**src/rtl/core/torq_pkg.sv**
```systemverilog
// Package for the timestamp-ordered request queue: beat types, codes and sizes.
`default_nettype none

package torq_pkg;

    // Default queue depth
    localparam int MAX_ENTRIES_DEF = 16;

    // Field widths fixed by the interface
    localparam int PROC_W  = 4;
    localparam int STAMP_W = 15;
    localparam int COUNT_W = 5;

    // Request kinds
    typedef enum logic {
        REQ_INSERT = 1'b0,
        REQ_REMOVE = 1'b1
    } t_req_kind;

    // Result status codes
    typedef enum logic [1:0] {
        ST_DONE      = 2'd0,
        ST_NOT_FOUND = 2'd1,
        ST_FULL      = 2'd2
    } t_status;

    // Input beat
    typedef struct packed {
        t_req_kind            req_type;
        logic [PROC_W-1:0]    proc_id;
        logic [STAMP_W-1:0]   stamp;
    } t_req;

    // Output beat
    typedef struct packed {
        t_status              status;
        logic                 head_valid;
        logic [PROC_W-1:0]    head_proc;
        logic [STAMP_W-1:0]   head_stamp;
        logic [COUNT_W-1:0]   entry_count;
    } t_rsp;

    // One queue entry as held in the entry memory
    typedef struct packed {
        logic [PROC_W-1:0]    proc_id;
        logic [STAMP_W-1:0]   stamp;
    } t_entry;

    localparam int ENTRY_W = $bits(t_entry);

endpackage

`default_nettype wire

```
**src/rtl/core/torq_ram.sv**
```systemverilog
// Generic simple dual-port RAM with registered read data.
`default_nettype none

module torq_ram #(
    parameter int WIDTH = 8,
    parameter int DEPTH = 16
) (
    input  wire logic                     i_clk,
    input  wire logic                     i_we,
    input  wire logic [$clog2(DEPTH)-1:0] i_waddr,
    input  wire logic [WIDTH-1:0]         i_wdata,
    input  wire logic                     i_re,
    input  wire logic [$clog2(DEPTH)-1:0] i_raddr,
    output logic      [WIDTH-1:0]         o_rdata
);

    logic [WIDTH-1:0] r_mem [DEPTH];
    logic [WIDTH-1:0] r_rdata;

    // Write port
    always_ff @(posedge i_clk) begin
        if (i_we) begin
            r_mem[i_waddr] <= i_wdata;
        end
    end

    // Registered read port
    always_ff @(posedge i_clk) begin
        if (i_re) begin
            r_rdata <= r_mem[i_raddr];
        end
    end

    assign o_rdata = r_rdata;

endmodule

`default_nettype wire

```
**src/rtl/core/torq_engine.sv**
```systemverilog
// Sorted-insert and remove sequencer working over the entry memory.
`default_nettype none

module torq_engine #(
    parameter int MAX_ENTRIES = torq_pkg::MAX_ENTRIES_DEF
) (
    input  wire logic           i_clk,
    input  wire logic           i_rst_n,
    input  wire logic           i_req_valid,
    output logic                o_req_stall,
    input  wire torq_pkg::t_req i_req,
    output logic                o_rsp_valid,
    input  wire logic           i_rsp_take,
    output torq_pkg::t_rsp      o_rsp
);

    localparam int AW = $clog2(MAX_ENTRIES);
    localparam int CW = $clog2(MAX_ENTRIES + 1);

    typedef enum logic [6:0] {
        S_IDLE  = 7'b0000001,
        S_RD    = 7'b0000010,
        S_CHK   = 7'b0000100,
        S_WRNEW = 7'b0001000,
        S_HRD   = 7'b0010000,
        S_HWT   = 7'b0100000,
        S_DONE  = 7'b1000000
    } t_state;

    t_state              r_state, n_state;
    logic [CW-1:0]       r_occ, n_occ;
    logic [AW-1:0]       r_idx, n_idx;
    logic                r_found, n_found;
    torq_pkg::t_req      r_req, n_req;
    torq_pkg::t_status   r_status, n_status;
    torq_pkg::t_entry    r_head, n_head;
    logic                r_head_valid, n_head_valid;

    logic                    ram_we, ram_re;
    logic [AW-1:0]           ram_waddr, ram_raddr;
    torq_pkg::t_entry        ram_wdata;
    logic [torq_pkg::ENTRY_W-1:0] ram_rdata;
    torq_pkg::t_entry        rd_entry;
    torq_pkg::t_entry        new_entry;
    logic [AW-1:0]           last_idx;
    logic                    new_first;
    logic                    accept;

    // Strict ordering: earlier stamp first, then lower process id
    function automatic logic key_before(
        input torq_pkg::t_entry a,
        input torq_pkg::t_entry b
    );
        logic res;
        if (a.stamp != b.stamp) begin
            res = a.stamp < b.stamp;
        end else begin
            res = a.proc_id < b.proc_id;
        end
        return res;
    endfunction

    torq_ram #(
        .WIDTH(torq_pkg::ENTRY_W),
        .DEPTH(MAX_ENTRIES)
    ) u_entry_ram (
        .i_clk  (i_clk),
        .i_we   (ram_we),
        .i_waddr(ram_waddr),
        .i_wdata(ram_wdata),
        .i_re   (ram_re),
        .i_raddr(ram_raddr),
        .o_rdata(ram_rdata)
    );

    assign rd_entry  = torq_pkg::t_entry'(ram_rdata);
    assign new_entry = '{proc_id: r_req.proc_id, stamp: r_req.stamp};
    assign last_idx  = AW'(r_occ - 1'b1);
    assign new_first = key_before(new_entry, rd_entry);
    assign accept    = i_req_valid && !o_req_stall;

    assign o_req_stall = (r_state != S_IDLE);
    assign o_rsp_valid = (r_state == S_DONE);

    // Result beat
    always_comb begin
        o_rsp.status      = r_status;
        o_rsp.head_valid  = r_head_valid;
        o_rsp.head_proc   = r_head.proc_id;
        o_rsp.head_stamp  = r_head.stamp;
        o_rsp.entry_count = torq_pkg::COUNT_W'(r_occ);
    end

    // Sequencer: insert scans from the tail shifting down, remove scans from
    // the head shifting up behind the first match
    always_comb begin
        n_state      = r_state;
        n_occ        = r_occ;
        n_idx        = r_idx;
        n_found      = r_found;
        n_req        = r_req;
        n_status     = r_status;
        n_head       = r_head;
        n_head_valid = r_head_valid;
        ram_we       = 1'b0;
        ram_waddr    = '0;
        ram_wdata    = new_entry;
        ram_re       = 1'b0;
        ram_raddr    = r_idx;

        unique case (r_state)
            S_IDLE: begin
                if (accept) begin
                    n_req    = i_req;
                    n_found  = 1'b0;
                    n_status = torq_pkg::ST_DONE;
                    if (i_req.req_type == torq_pkg::REQ_INSERT) begin
                        if (r_occ >= CW'(MAX_ENTRIES)) begin
                            n_status = torq_pkg::ST_FULL;
                            n_state  = S_HRD;
                        end else if (r_occ == '0) begin
                            // empty queue: new entry goes straight to the head
                            ram_we    = 1'b1;
                            ram_waddr = '0;
                            ram_wdata = '{proc_id: i_req.proc_id, stamp: i_req.stamp};
                            n_occ     = r_occ + 1'b1;
                            n_state   = S_HRD;
                        end else begin
                            n_idx   = last_idx;
                            n_state = S_RD;
                        end
                    end else begin
                        if (r_occ == '0) begin
                            n_status = torq_pkg::ST_NOT_FOUND;
                            n_state  = S_HRD;
                        end else begin
                            n_idx   = '0;
                            n_state = S_RD;
                        end
                    end
                end
            end
            S_RD: begin
                ram_re    = 1'b1;
                ram_raddr = r_idx;
                n_state   = S_CHK;
            end
            S_CHK: begin
                if (r_req.req_type == torq_pkg::REQ_INSERT) begin
                    if (new_first) begin
                        // move this entry one place towards the tail
                        ram_we    = 1'b1;
                        ram_waddr = AW'(r_idx + 1'b1);
                        ram_wdata = rd_entry;
                        if (r_idx == '0) begin
                            n_state = S_WRNEW;
                        end else begin
                            n_idx   = r_idx - 1'b1;
                            n_state = S_RD;
                        end
                    end else begin
                        ram_we    = 1'b1;
                        ram_waddr = AW'(r_idx + 1'b1);
                        ram_wdata = new_entry;
                        n_occ     = r_occ + 1'b1;
                        n_state   = S_HRD;
                    end
                end else begin
                    if (r_found) begin
                        // close the gap left by the removed entry
                        ram_we    = 1'b1;
                        ram_waddr = r_idx - 1'b1;
                        ram_wdata = rd_entry;
                    end else if (rd_entry.proc_id == r_req.proc_id) begin
                        n_found = 1'b1;
                    end
                    if (r_idx == last_idx) begin
                        if (n_found) begin
                            n_occ = r_occ - 1'b1;
                        end else begin
                            n_status = torq_pkg::ST_NOT_FOUND;
                        end
                        n_state = S_HRD;
                    end else begin
                        n_idx   = r_idx + 1'b1;
                        n_state = S_RD;
                    end
                end
            end
            S_WRNEW: begin
                ram_we    = 1'b1;
                ram_waddr = '0;
                ram_wdata = new_entry;
                n_occ     = r_occ + 1'b1;
                n_state   = S_HRD;
            end
            S_HRD: begin
                if (r_occ == '0) begin
                    n_head       = '0;
                    n_head_valid = 1'b0;
                    n_state      = S_DONE;
                end else begin
                    ram_re    = 1'b1;
                    ram_raddr = '0;
                    n_state   = S_HWT;
                end
            end
            S_HWT: begin
                n_head       = rd_entry;
                n_head_valid = 1'b1;
                n_state      = S_DONE;
            end
            S_DONE: begin
                if (i_rsp_take) begin
                    n_state = S_IDLE;
                end
            end
            default: begin
                n_state = S_IDLE;
            end
        endcase
    end

    // Control state
    always_ff @(posedge i_clk) begin
        if (!i_rst_n) begin
            r_state      <= S_IDLE;
            r_occ        <= '0;
            r_found      <= 1'b0;
            r_head_valid <= 1'b0;
        end else begin
            r_state      <= n_state;
            r_occ        <= n_occ;
            r_found      <= n_found;
            r_head_valid <= n_head_valid;
        end
    end

    // Payload state
    always_ff @(posedge i_clk) begin
        r_idx    <= n_idx;
        r_req    <= n_req;
        r_status <= n_status;
        r_head   <= n_head;
    end

    // Occupancy never passes the queue depth
    a_occ_bound: assert property (@(posedge i_clk) disable iff (!i_rst_n)
        r_occ <= CW'(MAX_ENTRIES))
        else $error("occupancy above queue depth");

    // Memory writes only from the states that move or place entries
    a_write_state: assert property (@(posedge i_clk) disable iff (!i_rst_n)
        ram_we |-> (r_state == S_IDLE || r_state == S_CHK || r_state == S_WRNEW))
        else $error("entry memory written from wrong state");

    // Reported head agrees with the count
    a_head_count: assert property (@(posedge i_clk) disable iff (!i_rst_n)
        (r_state == S_DONE) |-> (r_head_valid == (r_occ != '0)))
        else $error("head valid disagrees with count");

    // An empty queue reports a zero head
    a_head_zero: assert property (@(posedge i_clk) disable iff (!i_rst_n)
        (r_state == S_DONE && !r_head_valid) |-> (r_head == '0))
        else $error("empty queue head not zero");

    // Count holds steady while a result waits for hand-over
    a_occ_step: assert property (@(posedge i_clk) disable iff (!i_rst_n)
        (r_state == S_DONE) |=> (r_occ == $past(r_occ)))
        else $error("count changed outside a request");

endmodule

`default_nettype wire

```
**src/rtl/core/timestamp_ordered_request_queue.sv**
```systemverilog
// Top level of the timestamp-ordered request queue with its output register.
//
// Keeps up to MAX_ENTRIES (process id, timestamp) requests sorted by stamp,
// ties by lower id, in one entry RAM with a registered read. An insert
// into a queue with entries and room walks from the tail, moving each later
// entry down one place, with a read step and a compare step for each entry
// it compares, the moved ones plus the one it stops at; a remove walks the
// whole queue from the head, a read step and a compare step per queued
// entry, shifting up the entries behind the first match. Both then read the
// head back from the RAM unless the queue is empty. One request is in work
// at a time. The next request can be taken only after the result beat of
// the last one has passed into the output register, and is taken even while
// the beat still waits in the output register. Every request gives one
// result beat with status, head entry and count. There is no clearing pass
// after reset: entries beyond the count are never read.
`default_nettype none

module timestamp_ordered_request_queue #(
    parameter int MAX_ENTRIES = torq_pkg::MAX_ENTRIES_DEF
) (
    input  wire logic           i_clk,
    input  wire logic           i_rst_n,
    input  wire logic           i_req_valid,
    output logic                o_req_stall,
    input  wire torq_pkg::t_req i_req,
    output logic                o_rsp_valid,
    input  wire logic           i_rsp_stall,
    output torq_pkg::t_rsp      o_rsp
);

    logic           eng_valid;
    logic           eng_take;
    torq_pkg::t_rsp eng_rsp;
    logic           r_out_valid, n_out_valid;
    torq_pkg::t_rsp r_out, n_out;

    torq_engine #(
        .MAX_ENTRIES(MAX_ENTRIES)
    ) u_engine (
        .i_clk      (i_clk),
        .i_rst_n    (i_rst_n),
        .i_req_valid(i_req_valid),
        .o_req_stall(o_req_stall),
        .i_req      (i_req),
        .o_rsp_valid(eng_valid),
        .i_rsp_take (eng_take),
        .o_rsp      (eng_rsp)
    );

    // Output register takes a beat whenever it is empty or draining
    assign eng_take = eng_valid && (!r_out_valid || !i_rsp_stall);

    always_comb begin
        n_out_valid = r_out_valid;
        n_out       = r_out;
        if (eng_take) begin
            n_out_valid = 1'b1;
            n_out       = eng_rsp;
        end else if (!i_rsp_stall) begin
            n_out_valid = 1'b0;
        end
    end

    always_ff @(posedge i_clk) begin
        if (!i_rst_n) begin
            r_out_valid <= 1'b0;
        end else begin
            r_out_valid <= n_out_valid;
        end
    end

    always_ff @(posedge i_clk) begin
        r_out <= n_out;
    end

    assign o_rsp_valid = r_out_valid;
    assign o_rsp       = r_out;

    // A waiting result beat is never overwritten
    a_no_overwrite: assert property (@(posedge i_clk) disable iff (!i_rst_n)
        (r_out_valid && i_rsp_stall) |=> (r_out_valid && $stable(r_out)))
        else $error("stalled result beat lost");

    // The engine only hands over into free room
    a_take_room: assert property (@(posedge i_clk) disable iff (!i_rst_n)
        eng_take |-> (!r_out_valid || !i_rsp_stall))
        else $error("result taken without room");

    // No request is taken while the engine holds a result
    a_one_in_work: assert property (@(posedge i_clk) disable iff (!i_rst_n)
        eng_valid |-> o_req_stall)
        else $error("request accepted during result hand-over");

endmodule

`default_nettype wire

```
**config.mk**
```make
export PLATFORM = sky130hd
export DESIGN_NAME = timestamp_ordered_request_queue
export DESIGN_NICKNAME = d
export VERILOG_FILES = /design/src/rtl/core/torq_pkg.sv /design/src/rtl/core/torq_ram.sv /design/src/rtl/core/torq_engine.sv /design/src/rtl/core/timestamp_ordered_request_queue.sv
export SDC_FILE = /design/constraint.sdc
export NUM_CORES = 1
export LEC_CHECK = 0
export BUFFER_PORTS_ARGS = -buffer_cell sky130_fd_sc_hd__buf_4
export CELL_PAD_IN_SITES_DETAIL_PLACEMENT = 0
export CELL_PAD_IN_SITES_GLOBAL_PLACEMENT = 1
export CORE_MARGIN = 2
export CORE_UTILIZATION = 53
export CTS_BUF_LIST = sky130_fd_sc_hd__clkbuf_16
export CTS_CLUSTER_DIAMETER = 150
export CTS_CLUSTER_SIZE = 25
export DETAILED_ROUTE_END_ITERATION = 8
export HOLD_SLACK_MARGIN = 0.02
export PLACE_DENSITY_LB_ADDON = 0.1
export REMOVE_ABC_BUFFERS = 1
export SYNTH_ARGS = -nofsm -noshare
export SYNTH_HDL_FRONTEND = slang
export SYNTH_SLANG_ARGS = --single-unit
```
**constraint.sdc**
```tcl
create_clock -name i_clk -period 4.25 [get_ports i_clk]
set_input_delay 0.425 -clock i_clk [delete_from_list [all_inputs] [get_ports i_clk]]
set_output_delay 0.425 -clock i_clk [all_outputs]
set_load 0.02 [all_outputs]
```
==> results_dict.tcl <==
set metrics [dict create \
    yosysMostFrequentCell "edfxtp_1" \
    place.gp.congestion 0.856 \
    cts_hold_buffers 0 \
    netlist_area_sq_um 17200 \
    ys_seq_area_frac 0.706 \
    rr_endpoint "u_engine.u_entry_ram.o_rdata[4]" \
    routedWlPerCell_um 27.0 \
    crit_chain "inv_1 > ha_1 > or4b_4 > nand4_4 > nand2_4 > buf_4 > mux2i_1 > o22ai_1 > or4_1" \
    yosysTopAreaCell "edfxtp_1" \
    portBuffers 52 \
    hold_viol_final 0 \
    final-setup-viol-count 0 \
    pin_count 53 \
    reg2reg_from "u_engine.r_occ[0]" \
    die_y_um 184 \
    numCtsBuffers 20 \
    maxCapViolCount 0 \
    firstDrtPassIters 5 \
    min-delay-start "i_req[15]" \
    synth_top_cell_area_share 0.689 \
    cp_max_fo 31 \
    start_kind "register" \
    grt_overflow 0 \
    fillerInstances 2499 \
    slew_headroom 0.291 \
    max_freq_mhz 291 \
    hold_depth 1 \
    routed_wl_um 44100 \
    setup_tns_ns 0 \
    coreArea_sq_um 32300 \
    swShare 0.322 \
    combPwrFrac 0.276 \
    syn-mean-instance-area_sq_um 15.3 \
    post-place-ws_ns 0.831 \
    fin_ws_ns 0.815 \
    clk_pin_slew_ns 0.10 \
    seq_area_sq_um 12200 \
    power_density_nw_per_um2 571 \
    fin_crit_ns 3.43 \
    rsz0062_at_grt "false" \
    power_frac_clock 0.197 \
    holdCritPathClass "in -> reg" \
    synth_flop_cell "edfxtp_1" \
    postLayoutCoreUtil 0.584 \
    syn_inst 1126 \
    grt_pass1_wl_um 63600 \
    antenna_found_initial 0 \
    floorplan.initialDensity 0.533 \
    crit_slowest_cell "or4_1" \
    h-tree-depth 1 \
    status "finished clean" \
    worst_pin_slew_ns 1.06 \
    drt_iter0_markers 1045 \
    hold_path_end "u_engine.new_entry[15]" \
    p_switching_uw 3470 \
    vdd_drop_max_mv 0.284 \
    drive_above_1_share 0.126 \
    drtAntennaViolNets 0 \
    syn_to_final_growth_pct 9.60 \
    synth_common_cells "edfxtp_1, mux2i_1, nand2_1, a211oi_1, nor2_1" \
    cp.arrival_ns 3.71 \
    grt_max_degree 44 \
    cts_root_buf "clkbuf_16" \
    finalPower_uw 10800 \
    cp-end-kind "register" \
    numClockSinks 410 \
    critPathKind "reg -> reg" \
    routed_via_density 6.19 \
    final.period_utilization 0.808 \
    cts_tree "yes" \
    r2r_slack_ns 0.82 \
    dp_hpwl_um 26300 \
    slew_violations 0 \
    drc_errors 0 \
    intPower_uw 7300 \
    grt_usage 0.261 \
    yosysUniqueCellTypes 69 \
    clockBufferDepth 3 \
    synth_edf_count 395 \
    grt_pass1_vias 9516 \
    via_count 10110 \
    die_w_um 184 \
    diodes 0 \
    die_area_sq_um 33900 \
    fin_hold_ws_ns 0.0766 \
    yosys_warnings 0 \
    worstPathRequired_ns 4.52 \
    worstRegToRegCells 9 \
    nets 1234 \
    async_flop_share 0 \
    ys_ff_latch 410 \
    finClkSkew_ns 0.0270 \
    multiInputGateArea_sq_um 4670 \
    rows 66 \
    post_cts_buffers 0 \
    synth_area_leaders "edfxtp_1, mux2i_1, a211oi_1, ha_1, dfxtp_1" \
    cts-resized-gates 0 \
    seq_power_share 0.527 \
    cp_slowest_stage_delay_ns 0.58 \
    clk_latency_ns 0.55 \
    p_leak_uw 0.00660 \
]
==> layout by cell type, fill, tap and decap left out, types with 6 or more instances in the layout <==
| cell type | instances |
|---|---|
| ha_1 | 25 |
| o22ai_1 | 39 |
| mux2i_1 | 139 |
| inv_1 | 36 |
| dfxtp_1 | 15 |
| o21ai_0 | 12 |
| and2_0 | 19 |
| a221o_1 | 19 |
| edfxtp_1 | 395 |
| clkbuf_16 | 21 |
| nor2_2 | 15 |
| a31oi_1 | 6 |
| a211oi_1 | 42 |
| a21oi_1 | 40 |
| nor2_1 | 26 |
| or4_1 | 23 |
| and2_1 | 24 |
| buf_4 | 95 |
| nand2_1 | 68 |
| nor3_1 | 9 |
| nand2b_1 | 6 |
| nand3_1 | 10 |
| a221oi_1 | 19 |
==> layer usage <==
layer,share of wire,vias up,GRT usage,routed length (um)
li1,-,4514,-,-
met4,0.026,0,0.0717,1150
met2,0.47,484,0.430,20900
met1,0.41,5042,0.364,18200
met5,0,-,0,0
met3,0.088,70,0.0423,3890
==> worst max-delay path by stage <==
stage / startpoint / to / slack [ns] / depth (start not counted)
5_1_grt: u_engine.r_occ[0] / u_engine.u_entry_ram.o_rdata[6] / 0.60 / 9
6_report: u_engine.r_occ[0] / u_engine.u_entry_ram.o_rdata[4] / 0.82 / 9
3_5_place_dp: u_engine.r_occ[0] / u_engine.u_entry_ram.o_rdata[4] / 0.83 / 9
4_1_cts: u_engine.r_occ[0] / u_engine.u_entry_ram.o_rdata[4] / 0.80 / 9
2_1_floorplan: u_engine.r_occ[0] / u_engine.u_entry_ram.r_mem[0][0] / 0.05 / 6
3_3_place_gp: u_engine.r_state[0] / u_engine.u_entry_ram.o_rdata[3] / 0.88 / 7
==> area by class of cell <==
type,count,area share
clock buffers,21,0.0278
clock inverters,7,0.00206
inverters,30,0.00597
multi-input cells,623,0.247
flip-flops and latches,410,0.644
well taps,442,0.0293
repair buffers,100,0.0431
==> registers in the layout, summed over array words and instances, names as in the netlist <==
| register | flops |
|---|---|
| u_engine.r_head_valid | 1 |
| u_engine.o_rsp | 19 |
| u_engine.r_req | 1 |
| u_engine.r_status | 2 |
| u_engine.new_entry | 19 |
| u_engine.r_idx | 4 |
| u_engine.r_state | 7 |
| u_engine.r_found | 1 |
| u_engine.r_occ | 5 |
| o_rsp_valid | 1 |
| u_engine.u_entry_ram.r_mem | 304 |
| o_rsp | 27 |
| u_engine.u_entry_ram.o_rdata | 19 |
==> cell families after synthesis <==
kind of cell,count (synthesis),share of synthesized area
compound gates,203,0.0831
simple gates,244,0.0773
xor+xnor,12,0.00778
fa+ha+maj,25,0.0182
buf+inv,93,0.0265
mux,139,0.0808
flops,410,0.706
==> power groups by stage <==
stage / sequential, uW / clock (uW) / combinational [uW]
3_5_place_dp: 5760 / 0 / 2930
5_1_grt: 5700 / 2300 / 3200
2_1_floorplan: 5750 / 0 / 1800
3_3_place_gp: 5760 / 0 / 2850
6_report: 5680 / 2120 / 2970
4_1_cts: 5670 / 2160 / 2940
==> worst max-delay path: cells and delay by family, from the launching register on <==
| family | cells | cell delay [ns] |
|---|---|---|
| buffers and inverters | 2 | 0.50 |
| adder cells (fa/ha/maj) | 1 | 0.22 |
| multiplexers | 1 | 0.21 |
| AO/OA/AOI/OAI | 1 | 0.10 |
| flip-flops | 1 | 0.49 |
| AND/OR/NAND/NOR | 4 | 1.60 |
==> metrics by stage <==
step           instance area [sq um]  cells
5_1_grt                        18900   1633
6_report                       18900   1633
4_1_cts                        18900   1633
3_5_place_dp                   18300   1605
2_1_floorplan                  16900   1063
3_3_place_gp                   18300   1605
No activity file was read; power rests on OpenSTA's default activity.
